[config.mk]
export PLATFORM = sky130hd
export DESIGN_NAME = mav_queue
export DESIGN_NICKNAME = d
export VERILOG_FILES = /design/src/rtl/core/mav_pkg.sv /design/src/rtl/core/mav_queue.sv
export SDC_FILE = /design/constraint.sdc
export NUM_CORES = 1
export LEC_CHECK = 0
export BUFFER_PORTS_ARGS = -buffer_cell sky130_fd_sc_hd__buf_2
export CAP_MARGIN = 25
export CORE_AREA = 2 2 238 240
export CTS_BUF_LIST = sky130_fd_sc_hd__clkbuf_4
export CTS_CLUSTER_DIAMETER = 80
export DETAILED_ROUTE_END_ITERATION = 10
export DIE_AREA = 0 0 240 242
export PLACE_DENSITY = 0.66
export SLEW_MARGIN = 40
export SYNTH_ARGS = -nofsm -noshare
export SYNTH_HDL_FRONTEND = slang
export SYNTH_SLANG_ARGS = --single-unit
[constraint.sdc]
create_clock -name clk -period 25.1 [get_ports clk]
set_input_delay 2.51 -clock clk [delete_from_list [all_inputs] [get_ports clk]]
set_output_delay 2.51 -clock clk [all_outputs]
set_load 0.02 [all_outputs]
[src/rtl/core/mav_pkg.sv]
package mav_pkg;

  typedef logic [127:0] blk_t;

  // queued job: RAND^OPc, the prepared f1 operand and SQN
  typedef struct packed {
    blk_t        x;
    blk_t        w1;
    logic [47:0] sqn;
  } job_t;

  // result vector, first field in the highest bits
  typedef struct packed {
    logic [63:0] autn_low;
    logic [63:0] autn_high;
    logic [47:0] anonymity_key;
    logic [63:0] integrity_key_low;
    logic [63:0] integrity_key_high;
    logic [63:0] cipher_key_low;
    logic [63:0] cipher_key_high;
    logic [63:0] expected_response;
  } vec_t;

  typedef enum logic [2:0] {
    REG_KEY_HIGH = 3'd0,
    REG_KEY_LOW  = 3'd1,
    REG_OPC_HIGH = 3'd2,
    REG_OPC_LOW  = 3'd3,
    REG_AMF      = 3'd4
  } cfg_reg_t;

  localparam int NUM_ROUNDS = 10;

  // Milenage constants c2..c4 (c1 is zero), applied on the last byte
  localparam logic [7:0] C2 = 8'h01;
  localparam logic [7:0] C3 = 8'h02;
  localparam logic [7:0] C4 = 8'h04;
  // rotations in bytes: r1 = 64, r3 = 32, r4 = 64 bits
  localparam int R1_BYTES = 8;
  localparam int R3_BYTES = 4;
  localparam int R4_BYTES = 8;

  localparam logic [7:0] RCON_TAB [NUM_ROUNDS] = '{
    8'h01, 8'h02, 8'h04, 8'h08, 8'h10, 8'h20, 8'h40, 8'h80, 8'h1b, 8'h36
  };

  localparam logic [7:0] SBOX [256] = '{
    8'h63,8'h7c,8'h77,8'h7b,8'hf2,8'h6b,8'h6f,8'hc5,8'h30,8'h01,8'h67,8'h2b,8'hfe,8'hd7,8'hab,8'h76,
    8'hca,8'h82,8'hc9,8'h7d,8'hfa,8'h59,8'h47,8'hf0,8'had,8'hd4,8'ha2,8'haf,8'h9c,8'ha4,8'h72,8'hc0,
    8'hb7,8'hfd,8'h93,8'h26,8'h36,8'h3f,8'hf7,8'hcc,8'h34,8'ha5,8'he5,8'hf1,8'h71,8'hd8,8'h31,8'h15,
    8'h04,8'hc7,8'h23,8'hc3,8'h18,8'h96,8'h05,8'h9a,8'h07,8'h12,8'h80,8'he2,8'heb,8'h27,8'hb2,8'h75,
    8'h09,8'h83,8'h2c,8'h1a,8'h1b,8'h6e,8'h5a,8'ha0,8'h52,8'h3b,8'hd6,8'hb3,8'h29,8'he3,8'h2f,8'h84,
    8'h53,8'hd1,8'h00,8'hed,8'h20,8'hfc,8'hb1,8'h5b,8'h6a,8'hcb,8'hbe,8'h39,8'h4a,8'h4c,8'h58,8'hcf,
    8'hd0,8'hef,8'haa,8'hfb,8'h43,8'h4d,8'h33,8'h85,8'h45,8'hf9,8'h02,8'h7f,8'h50,8'h3c,8'h9f,8'ha8,
    8'h51,8'ha3,8'h40,8'h8f,8'h92,8'h9d,8'h38,8'hf5,8'hbc,8'hb6,8'hda,8'h21,8'h10,8'hff,8'hf3,8'hd2,
    8'hcd,8'h0c,8'h13,8'hec,8'h5f,8'h97,8'h44,8'h17,8'hc4,8'ha7,8'h7e,8'h3d,8'h64,8'h5d,8'h19,8'h73,
    8'h60,8'h81,8'h4f,8'hdc,8'h22,8'h2a,8'h90,8'h88,8'h46,8'hee,8'hb8,8'h14,8'hde,8'h5e,8'h0b,8'hdb,
    8'he0,8'h32,8'h3a,8'h0a,8'h49,8'h06,8'h24,8'h5c,8'hc2,8'hd3,8'hac,8'h62,8'h91,8'h95,8'he4,8'h79,
    8'he7,8'hc8,8'h37,8'h6d,8'h8d,8'hd5,8'h4e,8'ha9,8'h6c,8'h56,8'hf4,8'hea,8'h65,8'h7a,8'hae,8'h08,
    8'hba,8'h78,8'h25,8'h2e,8'h1c,8'ha6,8'hb4,8'hc6,8'he8,8'hdd,8'h74,8'h1f,8'h4b,8'hbd,8'h8b,8'h8a,
    8'h70,8'h3e,8'hb5,8'h66,8'h48,8'h03,8'hf6,8'h0e,8'h61,8'h35,8'h57,8'hb9,8'h86,8'hc1,8'h1d,8'h9e,
    8'he1,8'hf8,8'h98,8'h11,8'h69,8'hd9,8'h8e,8'h94,8'h9b,8'h1e,8'h87,8'he9,8'hce,8'h55,8'h28,8'hdf,
    8'h8c,8'ha1,8'h89,8'h0d,8'hbf,8'he6,8'h42,8'h68,8'h41,8'h99,8'h2d,8'h0f,8'hb0,8'h54,8'hbb,8'h16
  };

  function automatic logic [7:0] xtime(logic [7:0] a);
    return {a[6:0], 1'b0} ^ (a[7] ? 8'h1b : 8'h00);
  endfunction

  // rotate left by whole bytes; byte 0 is the top byte
  function automatic blk_t rotl_bytes(blk_t a, int nb);
    blk_t r;
    r = a;
    if (nb != 0) begin
      r = (a << (8 * nb)) | (a >> (128 - 8 * nb));
    end
    return r;
  endfunction

  // one step of the AES-128 key schedule
  function automatic blk_t key_step(blk_t rk, logic [7:0] rc);
    logic [31:0] w0, w1, w2, w3, t;
    w0 = rk[127:96];
    w1 = rk[95:64];
    w2 = rk[63:32];
    w3 = rk[31:0];
    t  = {SBOX[w3[23:16]] ^ rc, SBOX[w3[15:8]], SBOX[w3[7:0]], SBOX[w3[31:24]]};
    w0 = w0 ^ t;
    w1 = w1 ^ w0;
    w2 = w2 ^ w1;
    w3 = w3 ^ w2;
    return {w0, w1, w2, w3};
  endfunction

  // SubBytes, ShiftRows, MixColumns (skipped on the last round), AddRoundKey
  function automatic blk_t aes_round(blk_t s, blk_t rk, logic last);
    logic [7:0] t [16];
    logic [7:0] a0, a1, a2, a3, all;
    blk_t o;
    for (int c = 0; c < 4; c++) begin
      for (int r = 0; r < 4; r++) begin
        t[r + 4 * c] = SBOX[s[127 - 8 * (r + 4 * ((c + r) % 4)) -: 8]];
      end
    end
    if (!last) begin
      for (int c = 0; c < 4; c++) begin
        a0 = t[4 * c];
        a1 = t[4 * c + 1];
        a2 = t[4 * c + 2];
        a3 = t[4 * c + 3];
        all = a0 ^ a1 ^ a2 ^ a3;
        t[4 * c]     = a0 ^ all ^ xtime(a0 ^ a1);
        t[4 * c + 1] = a1 ^ all ^ xtime(a1 ^ a2);
        t[4 * c + 2] = a2 ^ all ^ xtime(a2 ^ a3);
        t[4 * c + 3] = a3 ^ all ^ xtime(a3 ^ a0);
      end
    end
    for (int i = 0; i < 16; i++) begin
      o[127 - 8 * i -: 8] = t[i] ^ rk[127 - 8 * i -: 8];
    end
    return o;
  endfunction

endpackage

[src/rtl/core/mav_queue.sv]
// Two-entry job queue between front and back.
module mav_queue import mav_pkg::*; (
  input  logic clk,
  input  logic rst,
  input  logic push,
  input  job_t push_job,
  output logic full,
  input  logic pop,
  output logic nonempty,
  output job_t head
);

  job_t       slot [2];
  logic       wr_ptr, rd_ptr;
  logic [1:0] count;
  logic       do_push, do_pop;

  assign full     = count[1];
  assign nonempty = (count != 2'd0);
  assign do_push  = push && !full;
  assign do_pop   = pop && nonempty;
  assign head     = slot[rd_ptr];

  always_ff @(posedge clk) begin
    if (rst) begin
      wr_ptr <= 1'b0;
      rd_ptr <= 1'b0;
      count  <= 2'd0;
    end else begin
      if (do_push) wr_ptr <= !wr_ptr;
      if (do_pop)  rd_ptr <= !rd_ptr;
      count <= count + {1'b0, do_push} - {1'b0, do_pop};
    end
  end

  always_ff @(posedge clk) begin
    if (do_push) slot[wr_ptr] <= push_job;
  end

endmodule

==> results.py <==
metrics = {
    "status": {
        "outcome": "finished clean",
    },
    "power": {
        "p_seq_share_pct": 46.2,
        "vdd.ir_drop.worst_uv": 53.8,
        "p_int_mw": 2.01,
        "power.density_nw_per_um2": 96.4,
        "switchingPower_mw": 0.800,
        "p_leak_nw": 11.5,
        "clockPowerShare_pct": 29.7,
        "netSwitchingFraction_pct": 28.5,
        "p_comb_share_pct": 24.1,
    },
    "final_layout": {
        "finalInstanceArea_um2": 29100,
        "fin_cells": 2607,
        "mostFrequentLayoutCell": "buf_2",
        "final_util_pct": 52.3,
        "fin_nets": 2034,
        "final_layout_size_suffix_gt1_share_pct": 64.1,
        "syn2layout_area_growth_pct": 25.4,
        "layout_common_cells": "613 x buf_2, 608 x edfxtp_1, 260 x mux2_4, 229 x clkbuf_4, 44 x mux2_2",
    },
    "global_route": {
        "grt_pass1_wl_um": 74700,
        "track_usage_pct": 17.5,
        "antenna_found_initial": 24,
        "grt_max_degree": 146,
        "gr-total-overflow": 0,
        "grt_pass1_vias": 12900,
    },
    "timing": {
        "fin_crit_ns": 6.87,
        "fmax_mhz": 146,
        "final.setup.tns_ns": 0,
        "maxSlewViolCount": 0,
        "skew_ns": 0.0283,
        "timing.slew.headroom_pct": 45.5,
        "fin_crit_sh_pct": 27.4,
        "tightestPinTransition_ns": 0.818,
        "finalHoldViolCount": 0,
        "rsz0062_at_grt": "false",
        "timing.hold.ws_ns": 0.525,
        "setup_viol": 0,
    },
    "floorplanning": {
        "start_util_pct": 41.7,
        "core_um2": 55700,
        "die_h_um": 242,
        "rows": 87,
        "ios": 614,
        "die-area_um2": 58100,
        "die_w_um": 240,
    },
    "min_path": {
        "hp-start": "rd_ptr$_SDFFE_PP0P_",
        "holdPathStages": 2,
        "hold_class": "flip-flop to flip-flop",
    },
    "clock_tree": {
        "cts_sinks": 613,
        "cts_made_buffers": 158,
        "cts_tree": "done",
        "clockBufferDepth": 3,
        "cts_resized": 0,
        "ctsHoldBuffers": 0,
        "post-cts-setup-buffers": 0,
        "clock_latency_ns": 0.90,
        "cts-root-buf": "clkbuf_4",
        "clk_pin_slew_ns": 0.06,
        "htreeDepth": 4,
    },
    "worst_setup_path": {
        "critPathArrivalTime_ns": 4.36,
        "cp-start-kind": "flip-flop",
        "crit_required_ns": 22.59,
        "r2r-end": "slot[1][118]$_DFFE_PP_",
        "path_max_fanout": 63,
        "timing.rr.start": "count[1]$_SDFF_PP0_",
        "criticalPathCategory": "flip-flop to output pin",
        "ff2ff_setup_slack_ns": 22.11,
        "rr_worst_depth": 4,
        "critPathCaptureType": "output pin",
    },
    "yosys": {
        "yosysUniqueCellTypes": 20,
        "ys_seq_area_share_pct": 79.0,
        "ys_warn_count": 0,
        "synth_area_um2": 23200,
        "syn_inst": 973,
        "avgSynthCellArea_um2": 23.9,
        "ys_seq_elements": 613,
        "synthesis.nets": 1282,
    },
    "detailed_routing": {
        "vias": 12100,
        "wl_um": 52200,
        "wl_per_cell_um": 20.0,
        "ant_nets": 0,
        "first_iter_violations": 523,
        "dr.pass1.iters": 6,
        "vias_per_cell": 4.64,
        "drcViolationCount": 0,
    },
    "place": {
        "portBuffers": 613,
        "dp.final_hpwl_um": 36000,
        "placed_cell_area_um2": 27100,
        "dp.cells": 2319,
        "gp_congestion": 0.873,
    },
    "run": {
        "cap_viol_max_count": 0,
    },
}
## flip-flops by register name, indices dropped and copies added (netlist names), named ones only
| register | flops |
|---|---|
| slot | 608 |
| rd_ptr | 1 |
| count | 2 |
| wr_ptr | 1 |
## cell usage after synthesis
library cell,instances,area [µm²]
xnor2_1,1,8.76
o21ai_0,2,10.0
dfxtp_1,5,100
nor2b_1,3,18.8
a21o_1,1,7.51
and4bb_2,1,12.5
edfxtp_1,608,18300
ha_1,1,12.5
or2_2,1,6.26
nand2_1,1,3.75
inv_1,1,3.75
nor3_1,2,10.0
mux2_2,44,495
xor2_1,1,8.76
mux2_4,260,3900
nand2b_1,1,6.26
buf_6,30,338
nor2_1,5,18.8
buf_2,4,20.0
o21a_1,1,7.51
## metrics by stage
| step | power (mW) | setup WS [ns] |
|---|---|---|
| floorplan | 1.86 | 8.91 |
| global placement | 2.00 | 18.74 |
| detailed placement | 2.00 | 19.12 |
| CTS | 2.85 | 18.04 |
| global route | 2.95 | 17.88 |
| finish | 2.81 | 18.23 |
## cell families after synthesis
kind of cell | share of synthesized area [%]
compound gates | 0.108
xor+xnor | 0.0754
fa+ha+maj | 0.0538
buf+inv | 1.56
flops | 79.0
mux | 18.9
simple gates | 0.328
## per-layer routing
metal / GRT usage [%] / wire length (µm)
met5: 0 / 108
met3: 8.03 / 4600
met4: 8.44 / 1350
met2: 30.6 / 27900
met1: 17.5 / 18200
## final cells by class
cell class              instances  area, µm²
flip-flops and latches        613      18400
clock buffers                 229       1720
repair buffers                626       3260
fillers                      4601      26600
inverters                       1       3.75
well taps                     756        946
multi-input cells             325       4550
diodes                         17       42.5
clock inverters                40        269
## critical path, cell delays in order (launching register included)
cell and delay (ns):
dfxtp_4 0.84, buf_4 0.63, buf_6 0.59, buf_6 0.67, mux2_4 0.36, buf_2 0.16
## how the worst max path moves through the flow
stage	startpoint	endpoint	cells past startpoint
finish	flip-flop	head[121]	5
global route	flip-flop	head[121]	5
CTS	flip-flop	head[121]	5
detailed placement	flip-flop	head[121]	5
global placement	flip-flop	head[117]	5
floorplan	push	slot[0][0]$_DFFE_PP_	2
## power groups by stage
| stage | Sequential, mW | Clock (mW) | Combinational (mW) |
|---|---|---|---|
| after floorplan | 1.36 | 0 | 0.503 |
| after global placement | 1.32 | 0 | 0.681 |
| after detailed placement | 1.32 | 0 | 0.684 |
| after CTS | 1.30 | 0.868 | 0.685 |
| after global routing | 1.30 | 0.923 | 0.718 |
| final | 1.30 | 0.834 | 0.678 |
(Power assumes the default switching activity.)
