<file path="src/rtl/core/mav_pkg.sv">
package mav_pkg;

  typedef logic [127:0] blk_t;

  // queued job: RAND^OPc, the prepared f1 operand and SQN
  typedef struct packed {
    blk_t        x;
    blk_t        w1;
    logic [47:0] sqn;
  } job_t;

  // result vector, first field in the highest bits
  typedef struct packed {
    logic [63:0] autn_low;
    logic [63:0] autn_high;
    logic [47:0] anonymity_key;
    logic [63:0] integrity_key_low;
    logic [63:0] integrity_key_high;
    logic [63:0] cipher_key_low;
    logic [63:0] cipher_key_high;
    logic [63:0] expected_response;
  } vec_t;

  typedef enum logic [2:0] {
    REG_KEY_HIGH = 3'd0,
    REG_KEY_LOW  = 3'd1,
    REG_OPC_HIGH = 3'd2,
    REG_OPC_LOW  = 3'd3,
    REG_AMF      = 3'd4
  } cfg_reg_t;

  localparam int NUM_ROUNDS = 10;

  // Milenage constants c2..c4 (c1 is zero), applied on the last byte
  localparam logic [7:0] C2 = 8'h01;
  localparam logic [7:0] C3 = 8'h02;
  localparam logic [7:0] C4 = 8'h04;
  // rotations in bytes: r1 = 64, r3 = 32, r4 = 64 bits
  localparam int R1_BYTES = 8;
  localparam int R3_BYTES = 4;
  localparam int R4_BYTES = 8;

  localparam logic [7:0] RCON_TAB [NUM_ROUNDS] = '{
    8'h01, 8'h02, 8'h04, 8'h08, 8'h10, 8'h20, 8'h40, 8'h80, 8'h1b, 8'h36
  };

  localparam logic [7:0] SBOX [256] = '{
    8'h63,8'h7c,8'h77,8'h7b,8'hf2,8'h6b,8'h6f,8'hc5,8'h30,8'h01,8'h67,8'h2b,8'hfe,8'hd7,8'hab,8'h76,
    8'hca,8'h82,8'hc9,8'h7d,8'hfa,8'h59,8'h47,8'hf0,8'had,8'hd4,8'ha2,8'haf,8'h9c,8'ha4,8'h72,8'hc0,
    8'hb7,8'hfd,8'h93,8'h26,8'h36,8'h3f,8'hf7,8'hcc,8'h34,8'ha5,8'he5,8'hf1,8'h71,8'hd8,8'h31,8'h15,
    8'h04,8'hc7,8'h23,8'hc3,8'h18,8'h96,8'h05,8'h9a,8'h07,8'h12,8'h80,8'he2,8'heb,8'h27,8'hb2,8'h75,
    8'h09,8'h83,8'h2c,8'h1a,8'h1b,8'h6e,8'h5a,8'ha0,8'h52,8'h3b,8'hd6,8'hb3,8'h29,8'he3,8'h2f,8'h84,
    8'h53,8'hd1,8'h00,8'hed,8'h20,8'hfc,8'hb1,8'h5b,8'h6a,8'hcb,8'hbe,8'h39,8'h4a,8'h4c,8'h58,8'hcf,
    8'hd0,8'hef,8'haa,8'hfb,8'h43,8'h4d,8'h33,8'h85,8'h45,8'hf9,8'h02,8'h7f,8'h50,8'h3c,8'h9f,8'ha8,
    8'h51,8'ha3,8'h40,8'h8f,8'h92,8'h9d,8'h38,8'hf5,8'hbc,8'hb6,8'hda,8'h21,8'h10,8'hff,8'hf3,8'hd2,
    8'hcd,8'h0c,8'h13,8'hec,8'h5f,8'h97,8'h44,8'h17,8'hc4,8'ha7,8'h7e,8'h3d,8'h64,8'h5d,8'h19,8'h73,
    8'h60,8'h81,8'h4f,8'hdc,8'h22,8'h2a,8'h90,8'h88,8'h46,8'hee,8'hb8,8'h14,8'hde,8'h5e,8'h0b,8'hdb,
    8'he0,8'h32,8'h3a,8'h0a,8'h49,8'h06,8'h24,8'h5c,8'hc2,8'hd3,8'hac,8'h62,8'h91,8'h95,8'he4,8'h79,
    8'he7,8'hc8,8'h37,8'h6d,8'h8d,8'hd5,8'h4e,8'ha9,8'h6c,8'h56,8'hf4,8'hea,8'h65,8'h7a,8'hae,8'h08,
    8'hba,8'h78,8'h25,8'h2e,8'h1c,8'ha6,8'hb4,8'hc6,8'he8,8'hdd,8'h74,8'h1f,8'h4b,8'hbd,8'h8b,8'h8a,
    8'h70,8'h3e,8'hb5,8'h66,8'h48,8'h03,8'hf6,8'h0e,8'h61,8'h35,8'h57,8'hb9,8'h86,8'hc1,8'h1d,8'h9e,
    8'he1,8'hf8,8'h98,8'h11,8'h69,8'hd9,8'h8e,8'h94,8'h9b,8'h1e,8'h87,8'he9,8'hce,8'h55,8'h28,8'hdf,
    8'h8c,8'ha1,8'h89,8'h0d,8'hbf,8'he6,8'h42,8'h68,8'h41,8'h99,8'h2d,8'h0f,8'hb0,8'h54,8'hbb,8'h16
  };

  function automatic logic [7:0] xtime(logic [7:0] a);
    return {a[6:0], 1'b0} ^ (a[7] ? 8'h1b : 8'h00);
  endfunction

  // rotate left by whole bytes; byte 0 is the top byte
  function automatic blk_t rotl_bytes(blk_t a, int nb);
    blk_t r;
    r = a;
    if (nb != 0) begin
      r = (a << (8 * nb)) | (a >> (128 - 8 * nb));
    end
    return r;
  endfunction

  // one step of the AES-128 key schedule
  function automatic blk_t key_step(blk_t rk, logic [7:0] rc);
    logic [31:0] w0, w1, w2, w3, t;
    w0 = rk[127:96];
    w1 = rk[95:64];
    w2 = rk[63:32];
    w3 = rk[31:0];
    t  = {SBOX[w3[23:16]] ^ rc, SBOX[w3[15:8]], SBOX[w3[7:0]], SBOX[w3[31:24]]};
    w0 = w0 ^ t;
    w1 = w1 ^ w0;
    w2 = w2 ^ w1;
    w3 = w3 ^ w2;
    return {w0, w1, w2, w3};
  endfunction

  // SubBytes, ShiftRows, MixColumns (skipped on the last round), AddRoundKey
  function automatic blk_t aes_round(blk_t s, blk_t rk, logic last);
    logic [7:0] t [16];
    logic [7:0] a0, a1, a2, a3, all;
    blk_t o;
    for (int c = 0; c < 4; c++) begin
      for (int r = 0; r < 4; r++) begin
        t[r + 4 * c] = SBOX[s[127 - 8 * (r + 4 * ((c + r) % 4)) -: 8]];
      end
    end
    if (!last) begin
      for (int c = 0; c < 4; c++) begin
        a0 = t[4 * c];
        a1 = t[4 * c + 1];
        a2 = t[4 * c + 2];
        a3 = t[4 * c + 3];
        all = a0 ^ a1 ^ a2 ^ a3;
        t[4 * c]     = a0 ^ all ^ xtime(a0 ^ a1);
        t[4 * c + 1] = a1 ^ all ^ xtime(a1 ^ a2);
        t[4 * c + 2] = a2 ^ all ^ xtime(a2 ^ a3);
        t[4 * c + 3] = a3 ^ all ^ xtime(a3 ^ a0);
      end
    end
    for (int i = 0; i < 16; i++) begin
      o[127 - 8 * i -: 8] = t[i] ^ rk[127 - 8 * i -: 8];
    end
    return o;
  endfunction

endpackage

</file>
<file path="src/rtl/core/mav_front.sv">
// Input side: forms RAND^OPc and the f1 operand rot(IN1^OPc, r1).
module mav_front import mav_pkg::*; (
  input  logic [63:0]  rand_high,
  input  logic [63:0]  rand_low,
  input  logic [47:0]  sequence_number,
  input  blk_t         opc,
  input  logic [15:0]  amf,
  output job_t         job
);

  blk_t in1;

  assign in1     = {sequence_number, amf, sequence_number, amf};
  assign job.x   = {rand_high, rand_low} ^ opc;
  assign job.w1  = rotl_bytes(in1 ^ opc, R1_BYTES);
  assign job.sqn = sequence_number;

endmodule

</file>
<file path="config.mk">
export PLATFORM = sky130hd
export DESIGN_NAME = mav_front
export DESIGN_NICKNAME = d
export VERILOG_FILES = /design/src/rtl/core/mav_pkg.sv /design/src/rtl/core/mav_front.sv
export SDC_FILE = /design/constraint.sdc
export NUM_CORES = 1
export LEC_CHECK = 0
export CORE_AREA = 8 8 236 238
export DETAILED_ROUTE_END_ITERATION = 8
export DIE_AREA = 0 0 244 246
export DONT_BUFFER_PORTS = 1
export PLACE_DENSITY_LB_ADDON = 0.05
export SLEW_MARGIN = 10
export SYNTH_ARGS = -nofsm -noshare
export SYNTH_HDL_FRONTEND = slang
export SYNTH_SLANG_ARGS = --single-unit
</file>
<file path="constraint.sdc">
create_clock -name vclk -period 0.8
set_input_delay 0.08 -clock vclk [all_inputs]
set_output_delay 0.08 -clock vclk [all_outputs]
set_load 0.01 [all_outputs]
</file>
==> results_dict.tcl, run 1 <==
set metrics [dict create \
    yosysTopAreaCell "xor2_1" \
    p_leak_uw 0.00116 \
    firstDrtPassIters 4 \
    cts_resized 0 \
    routedWlPerCell_microns 16.7 \
    die_w_microns 244 \
    drive_gt1_share_pct 5.19 \
    yosysSeqAreaShare_pct 0 \
    swShare_pct 68.9 \
    p_int_uw 625 \
    area_growth_pct 23.3 \
    vias_per_cell 2.16 \
    relSlewSlack_pct 66.5 \
    yosys_warnings 0 \
    avgSynthCellArea_sq_um 8.56 \
    period_share_pct 75.8 \
    rsz0062_at_grt "no" \
    hold_buffers 0 \
    power.share.clock_pct 0 \
    hold_ws_ns 0.160 \
    path_cells "xor2_1 -> buf_4" \
    crit_required_ns 0.72 \
    rows 84 \
    grt_start_max_net_pins 4 \
    final-seq-area_sq_um 0 \
    power.switching_uw 1380 \
    place_area_sq_mm 0.00321 \
    status "finished, final reports clean" \
    syn_nets 624 \
    antenna_found_initial 0 \
    drv_slew 0 \
    track_usage_pct 4.29 \
    syn_inst 304 \
    setup-tns-final_ns 0 \
    power.density_mw_per_mm2 625 \
    finalWorstPathRequiredPeriod_ns 0.606 \
    die_h_microns 246 \
    grt_pass1_wl_microns 19800 \
    initial_utilization_pct 5.00 \
    criticalPathCategory "input pin to output port" \
    dp.final_hpwl_microns 15400 \
    nets 592 \
    crit_path_end_kind "output port" \
    critPathLaunchType "input pin" \
    place_inst 958 \
    netlist_area_sq_mm 0.00260 \
    p_comb_share_pct 100.0 \
    synth_top_area_share_pct 86.2 \
    path_max_fanout 3 \
    p_seq_share_pct 0 \
    synth_area_leaders "xor2_1 86%, buf_4 14%" \
    ant_nets 0 \
    crit_arrival_ns 0.53 \
    design.seq.count 0 \
    cpMaxStageDelayCell "xor2_1" \
    fin_cells 958 \
    crit_buf_inv 1 \
    ios 624 \
    hold_class "input pin to output port" \
    fin_ws_ns 0.194 \
    drc 0 \
    drv.max_cap_violation_count 0 \
    diodes 0 \
    dieArea_sq_mm 0.0600 \
    path_delay_family "XOR/XNOR gates" \
    fin_area_sq_mm 0.00321 \
    fp.coreArea_sq_mm 0.0520 \
    vdd_drop_max_mv 0.120 \
    max_stage_delay_ns 0.26 \
    worst_slew_pin_slew_ns 0.500 \
    finalHoldViolCount 0 \
    post_cts_buffers 0 \
    grt_pass1_vias 2525 \
    gp_congestion 0.686 \
    finalSetupViolCount 0 \
    routed_wl_microns 16000 \
    overflow 0 \
    drtIter0Drc 37 \
    port_buffers 0 \
    n_clock_buffer 0 \
    synth_cell_types 2 \
    fmax_mhz 1650 \
    dp_slack_ns 0.205 \
    num_vias 2072 \
]
==> power by group through the flow <==
stage | Clock (uW) | Combinational (uW) | Sequential [uW]
floorplan | 0 | 1820 | 0
global placement | 0 | 2210 | 0
detailed placement | 0 | 2090 | 0
CTS | 0 | 2100 | 0
global route | 0 | 2140 | 0
finish | 0 | 2010 | 0
==> layout by cell type, fill, tap and decap left out <==
cell,count
xor2_1,256
buf_4,14
==> final timing paths <==
kind / start / endpoint / slack, ns / cells after the start
max: sequence_number[47] / job[111] / 0.19 / 2
min: sequence_number[39] / job[39] / 0.16 / 0
==> cell families (layout without fill, tap and decap cells) <==
group                  Yosys count  in the layout  share of synthesized area (%)
XOR/XNOR                       256            256                           86.2
buffers and inverters           48             14                           13.8
==> per-stage QoR <==
step	utilization, %	total power (uW)
after floorplan	-	1820
after global placement	6.17	2210
after detailed placement	6.17	2090
after CTS	6.17	2100
after global routing	6.17	2140
final	6.17	2010
==> synthesized netlist by cell type (all sizes together) <==
cell type,instances
buf,48
xor2,256
==> final cells by class <==
class,instances,area (sq um)
multi-input combinational,256,2240
timing repair buffer,14,105
fill,6180,48800
tap,688,861
==> routing by layer <==
layer  vias up  global-route usage [%]  routed length (microns)  part of all wire [%]
li1        796                       -                        -                     -
met1       934                    2.34                     3000                    19
met2       335                    10.5                    10400                    65
met3         7                    2.30                     2480                    15
met4         0                   0.421                      157                  0.98
met5         -                       0                        0                     0
Note: power is estimated with default switching activity, not from simulation.
==> inputs of run 2 (changes only) <==
- ABC_AREA: unset -> 1
- CORE_AREA: 8 8 236 238 -> 8 8 237 239
- DIE_AREA: 0 0 244 246 -> 0 0 245 247
==> results_dict.tcl, run 2 <==
set metrics [dict create \
    status "finished, final reports clean" \
    die_w_microns 245 \
    grt_pass1_vias 5014 \
    drv.max_cap_violation_count 0 \
    crit_arrival_ns 0.54 \
    synth_cell_types 3 \
    die_h_microns 247 \
    netlist_area_sq_mm 0.00444 \
    finalWorstPathRequiredPeriod_ns 0.622 \
    track_usage_pct 8.08 \
    routed_wl_microns 28000 \
    yosys_warnings 0 \
    relSlewSlack_pct 83.6 \
    avgSynthCellArea_sq_um 3.91 \
    fin_area_sq_mm 0.00495 \
    overflow 0 \
    hold_ws_ns 0.160 \
    place_area_sq_mm 0.00494 \
    post_cts_buffers 0 \
    setup-tns-final_ns 0 \
    antenna_found_initial 1 \
    n_clock_buffer 0 \
    synthTopCellsByCount "768 x nand2_1, 320 x inv_1, 48 x buf_4" \
    dp.final_hpwl_microns 26800 \
    period_share_pct 77.8 \
    ios 624 \
    port_buffers 0 \
    fp.coreArea_sq_mm 0.0522 \
    gp_congestion 0.755 \
    area_growth_pct 11.4 \
    power.density_mw_per_mm2 479 \
    hold_class "input pin to output port" \
    fin_ws_ns 0.178 \
    firstDrtPassIters 4 \
    critPathLaunchType "input pin" \
    diodes 0 \
    yosysTopAreaCell "nand2_1" \
    finalHoldViolCount 0 \
    synth_area_leaders "nand2_1 65%, inv_1 27%, buf_4 8.1%" \
    drtIter0Drc 218 \
    final_core_utilization_pct 9.48 \
    criticalPathCategory "input pin to output port" \
    fmax_mhz 1610 \
    nets 1410 \
    ant_nets 0 \
    crit_required_ns 0.72 \
    yosysMostFrequentCell "nand2_1" \
    design.seq.count 0 \
    rows 84 \
    rsz0062_at_grt "no" \
    syn_inst 1136 \
    cts_resized 1 \
    synth_top_area_share_pct 64.9 \
    vias_per_cell 3.03 \
    drv_slew 0 \
    crit_path_end_kind "output port" \
    final-seq-area_sq_um 0 \
    vdd_drop_max_mv 0.112 \
    mostFrequentLayoutCells "766 x nand2_1, 320 x inv_1, 2 x nand2_2" \
    grt_pass1_wl_microns 36800 \
    final_common_cell "nand2_1" \
    finalSetupViolCount 0 \
    worst_slew_pin_slew_ns 0.245 \
    whs_path_depth 0 \
    yosysSeqAreaShare_pct 0 \
    hold_buffers 0 \
    grt_start_max_net_pins 5 \
    initial_utilization_pct 8.51 \
    drive_gt1_share_pct 0.184 \
    dieArea_sq_mm 0.0605 \
    p_leak_uw 0.00396 \
    drc 0 \
    path_max_fanout 4 \
    min_from "sequence_number[32]" \
    syn_nets 1456 \
    holdPathEnd "job[32]" \
    num_vias 5373 \
    routedWlPerCell_microns 15.8 \
    dp_slack_ns -0.0251 \
]
-- run 2: cell types whose count changed after synthesis --
cell	before	now
nand2_1	0	768
inv_1	0	320
xor2_1	256	0
-- run 2: worst max-delay path by stage --
stage | start | end | slack [ns] | cells after the start
after floorplan | sequence_number[36] | job[100] | 0.46 | 3
after global placement | sequence_number[19] | job[147] | -0.07 | 3
after detailed placement | sequence_number[19] | job[147] | -0.03 | 3
after CTS | sequence_number[19] | job[147] | 0.02 | 3
after global routing | sequence_number[19] | job[147] | 0.08 | 3
final | sequence_number[19] | job[147] | 0.18 | 3
-- run 2: worst max-delay path, stage by stage --
cell and delay, ns:
inv_1 0.18, nand2_2 0.13, nand2_2 0.14
-- run 2: cell type report --
class | instances | area, sq um
Fill cell | 6239 | 47300
Tap cell | 688 | 861
Inverter | 320 | 1200
Multi-Input combinational cell | 768 | 2890
-- run 2: kinds of logic after synthesis --
| group | after synthesis | synth area share [%] |
|---|---|---|
| AND/OR/NAND/NOR | 768 | 64.9 |
| buffers and inverters | 368 | 35.1 |
-- run 2: power by group --
part           internal [uW]  switching, uW  total (uW)
registers                  0              0           0
logic                    616           1760        2370
clock network              0              0           0
-- run 2: stage by stage --
step           std cells  total power [uW]
2_1_floorplan       1136              2140
3_3_place_gp        1776              2500
3_5_place_dp        1776              2480
4_1_cts             1776              2480
5_1_grt             1776              2730
6_report            1776              2370
-- run 2: metal layers --
metal	vias to the layer above	GRT usage (%)	wire length (microns)
met5	-	0	0
met4	0	0.473	187
met3	8	4.97	4320
met2	322	17.0	15800
met1	2097	6.32	7770
li1	2946	-	-
